==> config.mk <==
export PLATFORM = sky130hd
export DESIGN_NAME = fvc_div
export DESIGN_NICKNAME = d
export VERILOG_FILES = /design/src/hdl/fvc_pkg.sv /design/src/hdl/fvc_div.sv
export SDC_FILE = /design/constraint.sdc
export NUM_CORES = 2
export LEC_CHECK = 0
export BUFFER_PORTS_ARGS = -buffer_cell sky130_fd_sc_hd__buf_4
export CORE_MARGIN = 1.5
export CORE_UTILIZATION = 55
export CTS_CLUSTER_SIZE = 28
export DETAILED_ROUTE_END_ITERATION = 8
export MAX_ROUTING_LAYER = met4
export PLACE_DENSITY = 0.72
export SYNTH_ARGS = -nofsm -noshare
export SYNTH_HDL_FRONTEND = slang
export SYNTH_SLANG_ARGS = --single-unit
==> constraint.sdc <==
create_clock -name clk -period 13.1 [get_ports clk]
set_input_delay 1.31 -clock clk [delete_from_list [all_inputs] [get_ports clk]]
set_output_delay 1.31 -clock clk [all_outputs]
set_load 0.05 [all_outputs]
==> src/hdl/fvc_pkg.sv <==
// Shared types, constants and lookup functions of the flow vector colorizer.
// Depends on nothing; every other file of the block refers to it by scoped names.
package fvc_pkg;

  localparam int FLOW_FRAC_BITS_DEF = 8;
  localparam int CORDIC_STEPS_DEF   = 16;
  localparam int ANG_PI             = 65536;
  localparam int ANG_W              = 20;
  localparam int INV_GAIN           = 39797;
  localparam int WHEEL_LEN          = 55;
  localparam int DIV_STEP_BITS      = 4;
  localparam int CFG_DATA_W         = 15;
  localparam int CFG_INDEX_W        = 3;

  localparam logic [1:0] MODE_WHEEL = 2'd0;
  localparam logic [1:0] MODE_HSV   = 2'd1;
  localparam logic [1:0] MODE_RED   = 2'd2;

  localparam logic [CFG_INDEX_W-1:0] REG_MODE       = 3'd0;
  localparam logic [CFG_INDEX_W-1:0] REG_MAX_MOTION = 3'd1;
  localparam logic [CFG_INDEX_W-1:0] REG_RED_THRESH = 3'd2;
  localparam logic [CFG_INDEX_W-1:0] REG_RED_GAIN   = 3'd3;
  localparam logic [CFG_INDEX_W-1:0] REG_VALUE_GAIN = 3'd4;

  typedef struct packed {
    logic signed [15:0] flow_x;
    logic signed [15:0] flow_y;
    logic               flow_valid;
  } in_word_t;

  typedef struct packed {
    logic [7:0] chan_first;
    logic [7:0] chan_second;
    logic [7:0] chan_third;
  } out_word_t;

  typedef struct packed {
    logic [1:0]  mode;
    logic [14:0] max_motion;
    logic [14:0] red_threshold;
    logic [7:0]  red_gain;
    logic [7:0]  value_gain;
  } cfg_t;

  // Per-item flags that travel alongside the datapath.
  typedef struct packed {
    logic flow_valid;
    logic y_zero;
    logic x_neg;
  } side_t;

  // atan(2^-i) / pi with 16 fraction bits.
  function automatic logic [15:0] atan_val(input int i);
    logic [15:0] v;
    case (i)
      0:  v = 16'd16384;
      1:  v = 16'd9672;
      2:  v = 16'd5110;
      3:  v = 16'd2594;
      4:  v = 16'd1302;
      5:  v = 16'd652;
      6:  v = 16'd326;
      7:  v = 16'd163;
      8:  v = 16'd81;
      9:  v = 16'd41;
      10: v = 16'd20;
      11: v = 16'd10;
      12: v = 16'd5;
      13: v = 16'd3;
      14: v = 16'd1;
      15: v = 16'd1;
      default: v = 16'd0;
    endcase
    return v;
  endfunction

  // Colour wheel entry as {red, green, blue}.
  function automatic logic [23:0] wheel_rgb(input logic [5:0] k);
    logic [23:0] v;
    case (k)
      6'd0:  v = {8'd255, 8'd0,   8'd0};
      6'd1:  v = {8'd255, 8'd17,  8'd0};
      6'd2:  v = {8'd255, 8'd34,  8'd0};
      6'd3:  v = {8'd255, 8'd51,  8'd0};
      6'd4:  v = {8'd255, 8'd68,  8'd0};
      6'd5:  v = {8'd255, 8'd85,  8'd0};
      6'd6:  v = {8'd255, 8'd102, 8'd0};
      6'd7:  v = {8'd255, 8'd119, 8'd0};
      6'd8:  v = {8'd255, 8'd136, 8'd0};
      6'd9:  v = {8'd255, 8'd153, 8'd0};
      6'd10: v = {8'd255, 8'd170, 8'd0};
      6'd11: v = {8'd255, 8'd187, 8'd0};
      6'd12: v = {8'd255, 8'd204, 8'd0};
      6'd13: v = {8'd255, 8'd221, 8'd0};
      6'd14: v = {8'd255, 8'd238, 8'd0};
      6'd15: v = {8'd255, 8'd255, 8'd0};
      6'd16: v = {8'd213, 8'd255, 8'd0};
      6'd17: v = {8'd170, 8'd255, 8'd0};
      6'd18: v = {8'd128, 8'd255, 8'd0};
      6'd19: v = {8'd85,  8'd255, 8'd0};
      6'd20: v = {8'd43,  8'd255, 8'd0};
      6'd21: v = {8'd0,   8'd255, 8'd0};
      6'd22: v = {8'd0,   8'd255, 8'd63};
      6'd23: v = {8'd0,   8'd255, 8'd127};
      6'd24: v = {8'd0,   8'd255, 8'd191};
      6'd25: v = {8'd0,   8'd255, 8'd255};
      6'd26: v = {8'd0,   8'd232, 8'd255};
      6'd27: v = {8'd0,   8'd209, 8'd255};
      6'd28: v = {8'd0,   8'd186, 8'd255};
      6'd29: v = {8'd0,   8'd163, 8'd255};
      6'd30: v = {8'd0,   8'd140, 8'd255};
      6'd31: v = {8'd0,   8'd116, 8'd255};
      6'd32: v = {8'd0,   8'd93,  8'd255};
      6'd33: v = {8'd0,   8'd70,  8'd255};
      6'd34: v = {8'd0,   8'd47,  8'd255};
      6'd35: v = {8'd0,   8'd24,  8'd255};
      6'd36: v = {8'd0,   8'd0,   8'd255};
      6'd37: v = {8'd19,  8'd0,   8'd255};
      6'd38: v = {8'd39,  8'd0,   8'd255};
      6'd39: v = {8'd58,  8'd0,   8'd255};
      6'd40: v = {8'd78,  8'd0,   8'd255};
      6'd41: v = {8'd98,  8'd0,   8'd255};
      6'd42: v = {8'd117, 8'd0,   8'd255};
      6'd43: v = {8'd137, 8'd0,   8'd255};
      6'd44: v = {8'd156, 8'd0,   8'd255};
      6'd45: v = {8'd176, 8'd0,   8'd255};
      6'd46: v = {8'd196, 8'd0,   8'd255};
      6'd47: v = {8'd215, 8'd0,   8'd255};
      6'd48: v = {8'd235, 8'd0,   8'd255};
      6'd49: v = {8'd255, 8'd0,   8'd255};
      6'd50: v = {8'd255, 8'd0,   8'd213};
      6'd51: v = {8'd255, 8'd0,   8'd170};
      6'd52: v = {8'd255, 8'd0,   8'd128};
      6'd53: v = {8'd255, 8'd0,   8'd85};
      6'd54: v = {8'd255, 8'd0,   8'd43};
      default: v = 24'd0;
    endcase
    return v;
  endfunction

endpackage

==> src/hdl/fvc_div.sv <==
// Pipelined restoring divider, DIV_STEP_BITS quotient bits per stage, with a sideband word.
// Depends on fvc_pkg.
module fvc_div #(
  parameter int NW   = 34,
  parameter int SW   = 8,
  parameter int DENW = fvc_pkg::CFG_DATA_W
) (
  input  logic            clk,
  input  logic            rst_n,
  input  logic            in_vld,
  input  logic [NW-1:0]   in_num,
  input  logic [SW-1:0]   in_side,
  input  logic [DENW-1:0] den,
  output logic            out_vld,
  output logic [NW-1:0]   out_quo,
  output logic [SW-1:0]   out_side
);

  localparam int SB  = fvc_pkg::DIV_STEP_BITS;
  localparam int NST = (NW + SB - 1) / SB;

  logic [DENW-1:0] rem_r  [1:NST];
  logic [NW-1:0]   qn_r   [1:NST];
  logic [SW-1:0]   side_r [1:NST];
  logic            vld_r  [1:NST];

  genvar s;
  for (s = 0; s < NST; s++) begin : g_stage
    logic [DENW-1:0] rin;
    logic [NW-1:0]   qin;
    logic [SW-1:0]   sin;
    logic            vin;
    logic [DENW-1:0] rem;
    logic [NW-1:0]   qn;

    if (s == 0) begin : g_first
      assign rin = '0;
      assign qin = in_num;
      assign sin = in_side;
      assign vin = in_vld;
    end else begin : g_next
      assign rin = rem_r[s];
      assign qin = qn_r[s];
      assign sin = side_r[s];
      assign vin = vld_r[s];
    end

    // The numerator shifts out at the top while quotient bits shift in below.
    always_comb begin
      logic [DENW:0] r2;
      rem = rin;
      qn  = qin;
      r2  = '0;
      for (int j = 0; j < SB; j++) begin
        if (s * SB + j < NW) begin
          r2 = {rem, qn[NW-1]};
          qn = {qn[NW-2:0], 1'b0};
          if (r2 >= {1'b0, den}) begin
            rem   = DENW'(r2 - {1'b0, den});
            qn[0] = 1'b1;
          end else begin
            rem = r2[DENW-1:0];
          end
        end
      end
    end

    always_ff @(posedge clk) begin
      if (!rst_n) begin
        vld_r[s+1] <= 1'b0;
      end else begin
        vld_r[s+1] <= vin;
      end
      rem_r[s+1]  <= rem;
      qn_r[s+1]   <= qn;
      side_r[s+1] <= sin;
    end
  end

  assign out_vld  = vld_r[NST];
  assign out_quo  = qn_r[NST];
  assign out_side = side_r[NST];

endmodule

**Word-level counts from Yosys, hierarchy flattened**

Memories as Yosys holds them, arrays and structs flattened.
Cells that the tools add are included.

- Multiplexer cells: 79
- Add/subtract/negate cells: 34
- $lt $le $gt $ge: 34
- Bitwise logic cells: 9

Operator list:

| cell | number |
|---|---|
| greater-or-equal comparator 16 x 15 -> 1 bit | 33 |
| 2-to-1 mux 15 bit | 34 |
| subtractor 15 bit | 33 |
| 2-to-1 mux 1 bit | 45 |
| greater-or-equal comparator 1 x 15 -> 1 bit | 1 |
| subtractor 1 x 15 -> 15 bit | 1 |
| bitwise OR 1 bit | 9 |

- Flip-flop bits (word level): 0
- Memories kept: 4
- Word-level logic and storage cells: 160
- Bits in writable memories: 522

Memory list:

| memory | depth | bits a word | rd ports | clocked after memory_dff | write ports | line | text |
|---|---|---|---|---|---|---|---|
| qn_r | 9 | 34 | 9 | 0 | 9 | fvc_div.sv:23 | `logic [NW-1:0] qn_r [1:NST];` |
| rem_r | 9 | 15 | 8 | 0 | 9 | fvc_div.sv:22 | `logic [DENW-1:0] rem_r [1:NST];` |
| side_r | 9 | 8 | 9 | 0 | 9 | fvc_div.sv:24 | `logic [SW-1:0] side_r [1:NST];` |
| vld_r | 9 | 1 | 9 | 0 | 9 | fvc_div.sv:25 | `logic vld_r [1:NST];` |

**Longest topological paths before layout**

An unclocked memory read counts as a cell.

- Depth in word-level cells: 9
- Depth in mapped cells: 52
- Gate-level depth less buffers: 48

**Worst setup path before layout**

Ideal clock, no wire load.

- Path kind: input to register
- Start: input port den[1]
- End: register rem_r[0][37] (netlist name)
- Arrival: 11.750 ns
- Library setup time: 0.129 ns
- Data required time: 12.971 ns
- Stages: 45
- Path buffers: 6
- Slack: 1.221 ns
- Path through: inv_1 > fa_1 > a211oi_1 > o211a_1 > o31ai_2 > o2111ai_1 > nand2_1 > buf_1 > clkbuf_1 > o21ai_0 > fa_1 > nor2b_1 > o31a_1 > o41a_1 > o22a_1 > a31oi_1 > nor2b_1 > a21o_1 > [9 not listed] > o21ai_0 > o311a_1 > o211ai_2 > clkbuf_1 > mux2_2 > ha_1 > or2_2 > a21oi_1 > a2111oi_0 > o31ai_1 > nand2b_1 > o211ai_1 > nand2_1 > a21o_1 > nor3b_2 > or2_1 > clkbuf_1 > o21ai_0

RTL lines:

| item | line | text |
|---|---|---|
| start, declared | fvc_div.sv:13 | `input logic [DENW-1:0] den,` |

==> metrics.txt <==
IO Count 103; Site Rows 95; Num CTS Buffers 53; initial drt markers 2638; crit end category flop; hpwl dp 76.9 mm; drt drc 0; clock buffer depth 3; final worst path period share 0.929; largest net degree at the start of global routing 29; setup TNS 0 ns; Critical Path Slowest Stage Cell or2_1; Synth Instances 4400; crit path time final about 12 ns; number of routed nets with antenna violations 0; routability congestion estimate 0.969; slew margin rel. 0.176; Reg2Reg Setup Slack roughly 1.9 ns; clock-pin transition on the worst setup and hold timing paths 0.06 ns; Syn Area/Cell around 8.6 um2; final setup vio count 0; number of synthesized flops with an enable pin 0; total track usage 0.285; Port Buffer Count 102; Horiz. Die Dim ~260 um; Slew Limit Fails 0; clk root buf clkbuf_16; f_max 0.0821 GHz; worst skew pair latency 0.61 ns; drt wl/cell 18.2 um; Core ar. 67400 um2; Most common cell on crit path nor2b_1; H-Tree Depth 2; largest area contributor in the netlist dfxtp_1; Main synth FF type dfxtp_1; post-CTS sizing 0; cell family with most CP delay compound AO/OA/AOI/OAI gates; post-route cell area 41700 um2; post-synthesis cell type count 94; CP max FO 24; CTS tree built; placed cell area 39700 um2; synthesized area 37600 um2; post-CTS setup buffer count 0; Buf/Inv on CP 3; Die Area 70000 um2; sequential area share after synthesis 0.270; final clock skew 0.0213 ns; vias in the first global route around 31000; clock sinks 507; biggest cell delay along the critical path ~0.46 ns; Mapped Nets 4989; CP Data Arrival Time 12.61 ns; Crit path required time ~14 ns; gr ovfl total 0; FF+latch count, synth 507; share of layout cells above drive strength 1 0.104; total wire length about 100 mm; die span in y around 260 um; first-pass GRT wire length around 160 mm; RSZ-0062 raised after global routing no; Yosys top cell area share 0.270; vias around 33000; Worst Tran Pin Value 1.23 ns; DR vias/cell 6.04; first drt pass iteration count 5; Starting Density 0.558; worst min path class flop to flop; yosys synthesis warning count 0; Hold Violations, Final 0; initial antenna violation count 2; fin nets 5145; kind of critical path primary input to flop; FFs w/ async S/R, synth 0; hold buffer count at cts 0; status completed; CP startpoint kind primary input; max-cap violations 0; area delta synth->final 10.8%; Synth area leaders dfxtp_1 (27%), ha_1 (17%), a21oi_1 (4.8%)
registers in the layout (all words and copies together), names as in the netlist:
register / flops
qn_r: 306
vld_r: 9
side_r: 72
rem_r: 120
worst reg2reg max path: cells and delay by family (launching register included):
| family | cells | cell delay, ns |
|---|---|---|
| adders and majority gates | 5 | 1.49 |
| muxes | 2 | 0.78 |
| and+or+nand+nor | 10 | 2.17 |
| buffers and inverters | 2 | 0.14 |
| DFF | 1 | 0.40 |
| AOI/OAI and AO/OA | 23 | 6.12 |
cells in the final DEF, fill, tap and decap left out, drive strengths merged, types with 16 or more instances in the layout:
master / instances
dfxtp: 507
ha: 497
a21oi: 365
nor2: 335
o21ai: 305
nand2: 293
inv: 254
xnor2: 207
buf: 172
mux2: 132
xor2: 128
nor3: 118
a21o: 99
nor2b: 85
o21a: 80
nand4: 75
nand3: 71
clkbuf: 70
nand2b: 65
mux2i: 47
a211oi: 43
o31ai: 42
and3: 37
or3: 37
a221o: 36
o21bai: 33
fa: 32
a31oi: 30
o31a: 27
or2: 27
o211ai: 25
and2: 25
a22oi: 22
o221ai: 21
a211o: 18
o22ai: 17
a21boi: 17
nor4: 16
metal layers:
layer | up-vias | track usage | share of wire
li1 | 16500 | - | -
met1 | 15400 | 0.371 | 0.46
met2 | 929 | 0.461 | 0.45
met3 | 198 | 0.0313 | 0.056
met4 | 0 | 0.0966 | 0.033
met5 | - | - | 0
per-stage QoR:
stage | cells | setup WS, ns | utilization | hold slack (ns)
floorplan | 4400 | 1.22 | - | 0.310
global placement | 5374 | 0.263 | 0.590 | 0.310
detailed placement | 5374 | 0.226 | 0.590 | 0.312
CTS | 5473 | 0.810 | 0.619 | 0.313
global route | 5474 | 0.0942 | 0.619 | 0.324
finish | 5475 | 0.924 | 0.619 | 0.313
final timing paths:
check / start / end / depth (start not counted)
setup / recovery: den[1] / rem_r[0][32]$_DFF_P_ / 42
hold / removal: qn_r[0][164]$_DFF_P_ / qn_r[0][202]$_DFF_P_ / 0
setup reg to reg: qn_r[0][67]$_DFF_P_ / rem_r[0][32]$_DFF_P_ / 42
hold reg to reg: qn_r[0][164]$_DFF_P_ / qn_r[0][202]$_DFF_P_ / 0
Yosys cell counts (16+ instances only):
library cell and count:
or2_2 26, o21a_1 80, and3_1 37, fa_1 32, o211ai_1 24, clkbuf_1 55
o22ai_1 17, nor2b_1 85, xnor2_1 207, o21bai_1 33, mux2i_1 47, mux2_2 124
nor2_1 334, nand2b_1 65, dfxtp_1 507, o221ai_1 21, a221o_1 36, and2_1 23
xor2_1 128, a31oi_1 30, or3_1 37, o31ai_1 41, a211o_1 18, nor3_1 117
a211oi_1 42, a21oi_1 364, a21boi_0 16, nand4_1 75, nor4_1 16, nand2_1 293
a22oi_1 22, ha_1 497, o21ai_0 299, o31a_1 27, nand3_1 71, inv_1 239
a21o_1 99
layout make-up:
cell class                      count  area [um2]
Antenna cell                        2        5.00
Timing Repair Buffer              172        1300
Clock inverter                     29         452
Tap cell                          873        1090
Inverter                          250         941
Sequential cell                   507       10100
Clock buffer                       70        1490
Fill cell                        5948       25700
Multi-Input combinational cell   3572       26300
cells by family (layout without fill, tap and decap cells):
kind of cell             after synthesis  in the layout  share of synthesized area
AO/OA/AOI/OAI                       1310           1310                      0.227
buffers and inverters                321            521                     0.0327
other                                  0              2                          0
XOR/XNOR                             335            335                     0.0780
adder cells (fa/ha/maj)              529            529                      0.182
AND/OR/NAND/NOR                     1219           1219                      0.157
flip-flops                           507            507                      0.270
multiplexers                         179            179                     0.0528
Power is left out: the tool's default activity adds up to more than one toggle a clock period on the data nets, which glitch-free logic cannot reach.
