$ cat src/hdl/fvc_pkg.sv
// Shared types, constants and lookup functions of the flow vector colorizer.
// Depends on nothing; every other file of the block refers to it by scoped names.
package fvc_pkg;

  localparam int FLOW_FRAC_BITS_DEF = 8;
  localparam int CORDIC_STEPS_DEF   = 16;
  localparam int ANG_PI             = 65536;
  localparam int ANG_W              = 20;
  localparam int INV_GAIN           = 39797;
  localparam int WHEEL_LEN          = 55;
  localparam int DIV_STEP_BITS      = 4;
  localparam int CFG_DATA_W         = 15;
  localparam int CFG_INDEX_W        = 3;

  localparam logic [1:0] MODE_WHEEL = 2'd0;
  localparam logic [1:0] MODE_HSV   = 2'd1;
  localparam logic [1:0] MODE_RED   = 2'd2;

  localparam logic [CFG_INDEX_W-1:0] REG_MODE       = 3'd0;
  localparam logic [CFG_INDEX_W-1:0] REG_MAX_MOTION = 3'd1;
  localparam logic [CFG_INDEX_W-1:0] REG_RED_THRESH = 3'd2;
  localparam logic [CFG_INDEX_W-1:0] REG_RED_GAIN   = 3'd3;
  localparam logic [CFG_INDEX_W-1:0] REG_VALUE_GAIN = 3'd4;

  typedef struct packed {
    logic signed [15:0] flow_x;
    logic signed [15:0] flow_y;
    logic               flow_valid;
  } in_word_t;

  typedef struct packed {
    logic [7:0] chan_first;
    logic [7:0] chan_second;
    logic [7:0] chan_third;
  } out_word_t;

  typedef struct packed {
    logic [1:0]  mode;
    logic [14:0] max_motion;
    logic [14:0] red_threshold;
    logic [7:0]  red_gain;
    logic [7:0]  value_gain;
  } cfg_t;

  // Per-item flags that travel alongside the datapath.
  typedef struct packed {
    logic flow_valid;
    logic y_zero;
    logic x_neg;
  } side_t;

  // atan(2^-i) / pi with 16 fraction bits.
  function automatic logic [15:0] atan_val(input int i);
    logic [15:0] v;
    case (i)
      0:  v = 16'd16384;
      1:  v = 16'd9672;
      2:  v = 16'd5110;
      3:  v = 16'd2594;
      4:  v = 16'd1302;
      5:  v = 16'd652;
      6:  v = 16'd326;
      7:  v = 16'd163;
      8:  v = 16'd81;
      9:  v = 16'd41;
      10: v = 16'd20;
      11: v = 16'd10;
      12: v = 16'd5;
      13: v = 16'd3;
      14: v = 16'd1;
      15: v = 16'd1;
      default: v = 16'd0;
    endcase
    return v;
  endfunction

  // Colour wheel entry as {red, green, blue}.
  function automatic logic [23:0] wheel_rgb(input logic [5:0] k);
    logic [23:0] v;
    case (k)
      6'd0:  v = {8'd255, 8'd0,   8'd0};
      6'd1:  v = {8'd255, 8'd17,  8'd0};
      6'd2:  v = {8'd255, 8'd34,  8'd0};
      6'd3:  v = {8'd255, 8'd51,  8'd0};
      6'd4:  v = {8'd255, 8'd68,  8'd0};
      6'd5:  v = {8'd255, 8'd85,  8'd0};
      6'd6:  v = {8'd255, 8'd102, 8'd0};
      6'd7:  v = {8'd255, 8'd119, 8'd0};
      6'd8:  v = {8'd255, 8'd136, 8'd0};
      6'd9:  v = {8'd255, 8'd153, 8'd0};
      6'd10: v = {8'd255, 8'd170, 8'd0};
      6'd11: v = {8'd255, 8'd187, 8'd0};
      6'd12: v = {8'd255, 8'd204, 8'd0};
      6'd13: v = {8'd255, 8'd221, 8'd0};
      6'd14: v = {8'd255, 8'd238, 8'd0};
      6'd15: v = {8'd255, 8'd255, 8'd0};
      6'd16: v = {8'd213, 8'd255, 8'd0};
      6'd17: v = {8'd170, 8'd255, 8'd0};
      6'd18: v = {8'd128, 8'd255, 8'd0};
      6'd19: v = {8'd85,  8'd255, 8'd0};
      6'd20: v = {8'd43,  8'd255, 8'd0};
      6'd21: v = {8'd0,   8'd255, 8'd0};
      6'd22: v = {8'd0,   8'd255, 8'd63};
      6'd23: v = {8'd0,   8'd255, 8'd127};
      6'd24: v = {8'd0,   8'd255, 8'd191};
      6'd25: v = {8'd0,   8'd255, 8'd255};
      6'd26: v = {8'd0,   8'd232, 8'd255};
      6'd27: v = {8'd0,   8'd209, 8'd255};
      6'd28: v = {8'd0,   8'd186, 8'd255};
      6'd29: v = {8'd0,   8'd163, 8'd255};
      6'd30: v = {8'd0,   8'd140, 8'd255};
      6'd31: v = {8'd0,   8'd116, 8'd255};
      6'd32: v = {8'd0,   8'd93,  8'd255};
      6'd33: v = {8'd0,   8'd70,  8'd255};
      6'd34: v = {8'd0,   8'd47,  8'd255};
      6'd35: v = {8'd0,   8'd24,  8'd255};
      6'd36: v = {8'd0,   8'd0,   8'd255};
      6'd37: v = {8'd19,  8'd0,   8'd255};
      6'd38: v = {8'd39,  8'd0,   8'd255};
      6'd39: v = {8'd58,  8'd0,   8'd255};
      6'd40: v = {8'd78,  8'd0,   8'd255};
      6'd41: v = {8'd98,  8'd0,   8'd255};
      6'd42: v = {8'd117, 8'd0,   8'd255};
      6'd43: v = {8'd137, 8'd0,   8'd255};
      6'd44: v = {8'd156, 8'd0,   8'd255};
      6'd45: v = {8'd176, 8'd0,   8'd255};
      6'd46: v = {8'd196, 8'd0,   8'd255};
      6'd47: v = {8'd215, 8'd0,   8'd255};
      6'd48: v = {8'd235, 8'd0,   8'd255};
      6'd49: v = {8'd255, 8'd0,   8'd255};
      6'd50: v = {8'd255, 8'd0,   8'd213};
      6'd51: v = {8'd255, 8'd0,   8'd170};
      6'd52: v = {8'd255, 8'd0,   8'd128};
      6'd53: v = {8'd255, 8'd0,   8'd85};
      6'd54: v = {8'd255, 8'd0,   8'd43};
      default: v = 24'd0;
    endcase
    return v;
  endfunction

endpackage

$ cat src/hdl/fvc_cordic.sv
// Pipelined vectoring CORDIC: one register stage per iteration, then gain removal.
// Depends on fvc_pkg.
module fvc_cordic #(
  parameter int FLOW_FRAC_BITS = fvc_pkg::FLOW_FRAC_BITS_DEF,
  parameter int CORDIC_STEPS   = fvc_pkg::CORDIC_STEPS_DEF,
  parameter int CW             = 35 - fvc_pkg::FLOW_FRAC_BITS_DEF,
  parameter int MW             = CW - 1
) (
  input  logic                            clk,
  input  logic                            rst_n,
  input  logic                            in_vld,
  input  fvc_pkg::in_word_t               in_word,
  input  logic                            negate,
  output logic                            out_vld,
  output fvc_pkg::side_t                  out_side,
  output logic signed [fvc_pkg::ANG_W-1:0] out_ang,
  output logic [MW-1:0]                   out_mag
);

  localparam int SH = 16 - FLOW_FRAC_BITS;
  localparam int ZW = fvc_pkg::ANG_W;
  localparam int PW = CW + 16;

  logic signed [CW-1:0] x_r [0:CORDIC_STEPS];
  logic signed [CW-1:0] y_r [0:CORDIC_STEPS];
  logic signed [ZW-1:0] z_r [0:CORDIC_STEPS];
  fvc_pkg::side_t       side_r [0:CORDIC_STEPS];
  logic                 vld_r [0:CORDIC_STEPS];

  logic signed [CW-1:0] xs, ys, x0, y0;
  logic signed [ZW-1:0] z0;
  fvc_pkg::side_t       side0;

  // Scale to 16 fraction bits and fold the left half-plane onto the right one.
  always_comb begin
    xs = CW'(in_word.flow_x) <<< SH;
    ys = CW'(in_word.flow_y) <<< SH;
    if (negate) begin
      xs = -xs;
      ys = -ys;
    end
    if (xs < 0) begin
      x0 = -xs;
      y0 = -ys;
      z0 = (ys > 0) ? ZW'(fvc_pkg::ANG_PI) : -ZW'(fvc_pkg::ANG_PI);
    end else begin
      x0 = xs;
      y0 = ys;
      z0 = '0;
    end
    side0.flow_valid = in_word.flow_valid;
    side0.y_zero     = (in_word.flow_y == 16'sd0);
    side0.x_neg      = in_word.flow_x[15];
  end

  always_ff @(posedge clk) begin
    if (!rst_n) begin
      vld_r[0] <= 1'b0;
    end else begin
      vld_r[0] <= in_vld;
    end
    x_r[0]    <= x0;
    y_r[0]    <= y0;
    z_r[0]    <= z0;
    side_r[0] <= side0;
  end

  genvar i;
  for (i = 0; i < CORDIC_STEPS; i++) begin : g_iter
    logic signed [CW-1:0] dx, dy;
    logic signed [ZW-1:0] da;
    assign dx = y_r[i] >>> i;
    assign dy = x_r[i] >>> i;
    assign da = ZW'(fvc_pkg::atan_val(i));

    always_ff @(posedge clk) begin
      if (!rst_n) begin
        vld_r[i+1] <= 1'b0;
      end else begin
        vld_r[i+1] <= vld_r[i];
      end
      side_r[i+1] <= side_r[i];
      if (y_r[i] > 0) begin
        x_r[i+1] <= x_r[i] + dx;
        y_r[i+1] <= y_r[i] - dy;
        z_r[i+1] <= z_r[i] + da;
      end else begin
        x_r[i+1] <= x_r[i] - dx;
        y_r[i+1] <= y_r[i] + dy;
        z_r[i+1] <= z_r[i] - da;
      end
    end
  end

  logic signed [ZW-1:0] zc;
  logic [PW-1:0]        prod;

  // The x register never goes negative after the fold, so the gain fix is unsigned.
  always_comb begin
    zc = z_r[CORDIC_STEPS];
    if (zc > ZW'(fvc_pkg::ANG_PI)) begin
      zc = ZW'(fvc_pkg::ANG_PI);
    end else if (zc < -ZW'(fvc_pkg::ANG_PI)) begin
      zc = -ZW'(fvc_pkg::ANG_PI);
    end
    prod = PW'(x_r[CORDIC_STEPS][CW-2:0]) * PW'(fvc_pkg::INV_GAIN) + PW'(32768);
  end

  logic                     vld_out_r;
  fvc_pkg::side_t           side_out_r;
  logic signed [ZW-1:0]     ang_out_r;
  logic [MW-1:0]            mag_out_r;

  always_ff @(posedge clk) begin
    if (!rst_n) begin
      vld_out_r <= 1'b0;
    end else begin
      vld_out_r <= vld_r[CORDIC_STEPS];
    end
    side_out_r <= side_r[CORDIC_STEPS];
    ang_out_r  <= zc;
    mag_out_r  <= prod[MW+15:16];
  end

  assign out_vld  = vld_out_r;
  assign out_side = side_out_r;
  assign out_ang  = ang_out_r;
  assign out_mag  = mag_out_r;

endmodule

$ cat config.mk
export PLATFORM = sky130hd
export DESIGN_NAME = fvc_cordic
export DESIGN_NICKNAME = d
export VERILOG_FILES = /design/src/hdl/fvc_pkg.sv /design/src/hdl/fvc_cordic.sv
export SDC_FILE = /design/constraint.sdc
export NUM_CORES = 2
export LEC_CHECK = 0
export BUFFER_PORTS_ARGS = -buffer_cell sky130_fd_sc_hd__buf_2
export CORE_MARGIN = 2
export CORE_UTILIZATION = 45
export CTS_CLUSTER_SIZE = 10
export DETAILED_ROUTE_END_ITERATION = 10
export HOLD_SLACK_MARGIN = 0.03
export PLACE_DENSITY_LB_ADDON = 0.15
export REMOVE_ABC_BUFFERS = 1
export SETUP_SLACK_MARGIN = 0.15
export SYNTH_ARGS = -nofsm -noshare
export SYNTH_HDL_FRONTEND = slang
export SYNTH_SLANG_ARGS = --single-unit
$ cat constraint.sdc
create_clock -name clk -period 17.1 [get_ports clk]
set_input_delay 3.42 -clock clk [delete_from_list [all_inputs] [get_ports clk]]
set_output_delay 3.42 -clock clk [all_outputs]
set_load 0.02 [all_outputs]
Word level (Yosys, flattened, before mapping)

Memories as Yosys holds them, arrays and structs flattened. A register that Yosys moved wholly into a read port is not among the register bits.
Index checks and enable logic that the tools add are counted.

Input bits: 37
Memories: 5
Bits in registers: 46
Word-level logic and storage cells: 319
Bits in writable memories: 1,326

$add $sub $neg: 100
Bitwise operators: 65
Muxes and demuxes: 122
Reduce and logical (&&, ||, !) cells: 3
$mul: 1
Magnitude comparators: 20

Memories:

| memory | words | width | rd ports | clocked after Yosys merged registers in | write ports | RTL line         | RTL |
|---|---|---|---|---|---|---|---|
| x_r    | 17    | 27    | 17       | 0                                       | 17          | fvc_cordic.sv:24 | `logic signed [CW-1:0] x_r [0:CORDIC_STEPS];` |
| y_r    | 17    | 27    | 16       | 0                                       | 17          | fvc_cordic.sv:25 | `logic signed [CW-1:0] y_r [0:CORDIC_STEPS];` |
| z_r    | 17    | 20    | 17       | 0                                       | 17          | fvc_cordic.sv:26 | `logic signed [ZW-1:0] z_r [0:CORDIC_STEPS];` |
| side_r | 17    | 3     | 17       | 1                                       | 17          | fvc_cordic.sv:27 | `fvc_pkg::side_t side_r [0:CORDIC_STEPS];` |
| vld_r  | 17    | 1     | 17       | 1                                       | 17          | fvc_cordic.sv:28 | `logic vld_r [0:CORDIC_STEPS];` |

Operators by type and width:

| operator                                             | count |
|---|---|
| 2-to-1 mux 27 bit                                    | 36 |
| > comparator 27 x 1 -> 1 bit (second input constant) | 17 |
| 2-to-1 mux 20 bit                                    | 19 |
| 2-to-1 mux 1 bit                                     | 67 |
| OR 1 bit                                             | 65 |
| adder 27 x 12 -> 27 bit                              | 2 |
| adder 27 x 13 -> 27 bit                              | 2 |
| adder 27 x 14 -> 27 bit                              | 2 |
| adder 27 x 15 -> 27 bit                              | 2 |
| adder 27 x 16 -> 27 bit                              | 2 |
| adder 27 x 17 -> 27 bit                              | 2 |
| adder 27 x 18 -> 27 bit                              | 2 |
| adder 27 x 19 -> 27 bit                              | 2 |
| adder 27 x 20 -> 27 bit                              | 2 |
| adder 27 x 21 -> 27 bit                              | 2 |
| adder 27 x 22 -> 27 bit                              | 2 |
| adder 27 x 23 -> 27 bit                              | 2 |
| adder 27 x 24 -> 27 bit                              | 2 |
| adder 27 x 25 -> 27 bit                              | 2 |
| adder 27 x 26 -> 27 bit                              | 2 |
| negator 24 -> 27 bit                                 | 2 |
| negator 27 bit                                       | 2 |
| subtractor 27 x 12 -> 27 bit                         | 2 |
| subtractor 27 x 13 -> 27 bit                         | 2 |
| other kinds (53)                                     | 69 |

Longest topological paths before layout

Word-level depth: 5
Gate-level depth with buffers: 24
Mapped depth without buffers: 24

Worst setup path after synthesis

No wires, ideal clock.

Path kind: reg-to-reg
Start: memory x_r[16][6] in the netlist's numbering
End: register mag_out_r[19] (netlist: out_mag[19])
Stages on the path, launching flop included: 25
Data arrival time: 5,950 ps
Slack: 11,078 ps
Buffers on the path: 0
Data required time: 17,028 ps
Library setup time: 72 ps
Clock period less this slack: 6,022 ps
Cells stage by stage: dfxtp_1 -> inv_1 -> fa_1 -> fa_1 -> inv_1 -> fa_1 -> inv_1 -> fa_1 -> inv_1 -> fa_1 -> inv_1 -> fa_1 -> inv_1 -> ha_1 -> nand2_1 -> nor3_1 -> a21oi_1 -> a211oi_1 -> or4b_1 -> o211ai_1 -> nand3_1 -> a31oi_1 -> o21bai_1 -> a21oi_1 -> xnor2_1

RTL lines:

| element              | RTL line          | RTL |
|---|---|---|
| start, declared      | fvc_cordic.sv:24  |  |
| end signal, assigned | fvc_cordic.sv:122 | `mag_out_r <= prod[MW+15:16];` |
| end, declared        | fvc_cordic.sv:112 | `logic [MW-1:0] mag_out_r;` |

==> results_dict.tcl <==
set metrics [dict create \
    status "finished clean" \
    grt_pass1_vias 70628 \
    coreArea_um2 197400 \
    ys_seq_area_frac 0.2720 \
    initial_utilization 0.4530 \
    synth_top_area_share 0.2720 \
    numCtsBuffers 153 \
    drt_wl_total_um 249500 \
    fin_crit_sh 0.4092 \
    min_from "side_r[14][1]" \
    period_minus_slack_ns 6.997 \
    placed_area_um2 92820 \
    clock.fmax_ghz 0.1429 \
    dp_hpwl_um 205700 \
    layout-drive-gt1-share 0.04327 \
    r2r_setup_slack_ns 10.10 \
    hold_end "side_r[15][1]" \
    grt-busiest-layer "met2" \
    met3_usage 0.03157 \
    tritoncts "done" \
    drc 0 \
    final_common_cell "ha_1" \
    met2_usage 0.4139 \
    cp.required_ns 17.82 \
    fin_skew_ns 0.02283 \
    grt_max_degree 48 \
    met1_usage 0.3048 \
    reg2reg_to "out_mag[19]" \
    r2r_cells 24 \
    cp_cell_sequence "inv_1 > fa_1 > fa_1 > inv_1 > fa_1 > inv_1 > fa_1 > inv_1 > fa_1 > inv_1 > fa_1 > inv_1 > ha_1 > nand2_1 > nor3_1 > a21oi_1 > a211oi_1 > or4b_1 > o211ai_1 > nand3_1 > a31oi_1 > o21bai_1 > a21oi_1 > xnor2_1" \
    grt.total_usage 0.2410 \
    cp-end-kind "flip-flop" \
    synth-edff-count 0 \
    routabilityCongestion 0.9452 \
    crit_slowest_cell "dfxtp_1" \
    hold_depth 0 \
    io_pins 87 \
    synthArstFlopShare 0 \
    clock_latency_ns 0.80 \
    path_clk_slew_ns 0.06 \
    reg2reg_from "x_r[16][6]" \
    cts.sinks 1215 \
    cts_hold_buf 0 \
    die-area_um2 202300 \
    cts_buffer_depth 3 \
    netlist_area_um2 89430 \
    cpPeakStageDelay_ns 0.57 \
    routedWlPerCell_um 19.16 \
    maxSlewHeadroom 0.07274 \
    arrival_ns 7.72 \
    multi_input_area_um2 61880 \
    yosysUniqueCellTypes 98 \
    rows 163 \
    cts-resized-gates 0 \
    die_h_um 449.8 \
    ctsRootBufferMaster "clkbuf_16" \
    vias_per_cell 5.517 \
    final_nets 11776 \
    drv_slew 0 \
    final_cell_mix "ha_1 (1216), dfxtp_1 (1215), xnor2_1 (978)" \
    post_cts_buffers 0 \
    synth.ff_latch_count 1215 \
    vias 71811 \
    yosys_warnings 0 \
    area_growth_pct 8.941 \
    setup_viol 0 \
    htree_levels 4 \
    grt_overflow_total 0 \
    synth_largest_area_cell "dfxtp_1" \
    fill_cells 18938 \
    hold_viol 0 \
    hp-class "reg2reg" \
    synthTopCellsByArea "dfxtp_1 (27%), ha_1 (17%), xnor2_1 (9.6%)" \
    dr.pass1.iters 7 \
    place_inst 12791 \
    regArea_um2 24320 \
    first_iter_violations 4400 \
    antenna_left 0 \
    crit_type "reg2reg" \
    grt_pass1_wl_um 392300 \
    max-cap-violations 0 \
    final_cell_area_um2 97430 \
    worst_pin_slew_ns 1.356 \
    start_kind "flip-flop" \
    antenna_found_initial 1 \
    rsz0062_at_grt "false" \
    syn_inst 10187 \
    synth_top_flop_cell "dfxtp_1" \
    setup-tns-final_ns 0 \
    path_max_fanout 7 \
    avgSynthCellArea_um2 8.779 \
    place.port_buffers 86 \
    stdcell_count 13017 \
    die_w_um 449.8 \
]
[worst max path at each step]
stage                           start          end  slack [ns]  depth (start not counted)
after floorplan           in_word[18]   z_r[0][18]       10.67                         10
final                      x_r[16][6]  out_mag[19]       10.10                         24
after detailed placement   x_r[16][6]  out_mag[19]       10.10                         24
after global placement     x_r[16][6]  out_mag[19]       10.12                         24
after CTS                  x_r[16][6]  out_mag[19]       10.06                         24
after global routing       x_r[16][6]  out_mag[24]        9.68                         24
[per-stage QoR]
step             util  setup WS, ns  hold slack [ns]
5_1_grt        0.4935         9.685           0.3227
3_3_place_gp   0.4702         10.12           0.3095
6_report       0.4935         10.10           0.3166
4_1_cts        0.4935         10.06           0.3182
3_5_place_dp   0.4702         10.10           0.3121
2_1_floorplan       -         10.67           0.3096
[critical path: cells and delay by family (launching register included)]
family | cells | cell delay (ns)
xor+xnor | 1 | 0.13
buf+inv | 6 | 0.48
fa+ha+maj | 7 | 3.41
compound gates | 6 | 1.38
flops | 1 | 0.57
simple gates | 4 | 0.96
[cell usage after synthesis, drive strengths merged, types with 67 or more instances]
| cell type | n |
|---|---|
| a211oi | 67 |
| a21o | 316 |
| a21oi | 839 |
| a31oi | 75 |
| and2 | 78 |
| and3 | 84 |
| clkbuf | 131 |
| dfxtp | 1215 |
| fa | 217 |
| ha | 1216 |
| inv | 713 |
| nand2 | 553 |
| nand2b | 134 |
| nand3 | 150 |
| nor2 | 772 |
| nor2b | 130 |
| nor3 | 248 |
| nor4 | 92 |
| o21a | 129 |
| o21ai | 502 |
| o21bai | 146 |
| o31ai | 137 |
| or3 | 99 |
| xnor2 | 978 |
| xor2 | 457 |
[routing by layer]
metal	wire length, um	part of all wire	vias to the layer above
li1	-	-	36152
met1	111800	0.45	33780
met2	117900	0.47	1454
met3	9609	0.039	425
met4	10110	0.041	0
met5	0	0	-
[final cells by class]
type,count,area share
Multi-Input combinational cell,8109,0.6351
Sequential cell,1215,0.2496
Clock buffer,198,0.04384
Tap cell,2640,0.03390
Inverter,714,0.02753
Timing Repair Buffer,113,0.006498
Clock inverter,27,0.003442
Antenna cell,1,0.00002568
[kinds of logic (layout without fill, tap and decap cells)]
family / after synthesis / in the layout / synth area share
compound gates: 2639 / 2639 / 0.1891
xor+xnor: 1435 / 1435 / 0.1405
fa+ha+maj: 1434 / 1434 / 0.2188
buf+inv: 864 / 1052 / 0.03637
flops: 1215 / 1215 / 0.2720
mux: 27 / 27 / 0.003218
other cells: 1 / 3 / 0.00004193
simple gates: 2572 / 2572 / 0.1400
[registers in the layout (all words and copies together) (netlist names)]
register  count
out_ang      20
x_r         423
out_mag      26
y_r         402
side_r       51
vld_r        17
z_r         272
out_vld       1
out_side      3
Power is left out: the tool's default activity adds up to more than one toggle a clock period on the data nets, which glitch-free logic cannot reach.
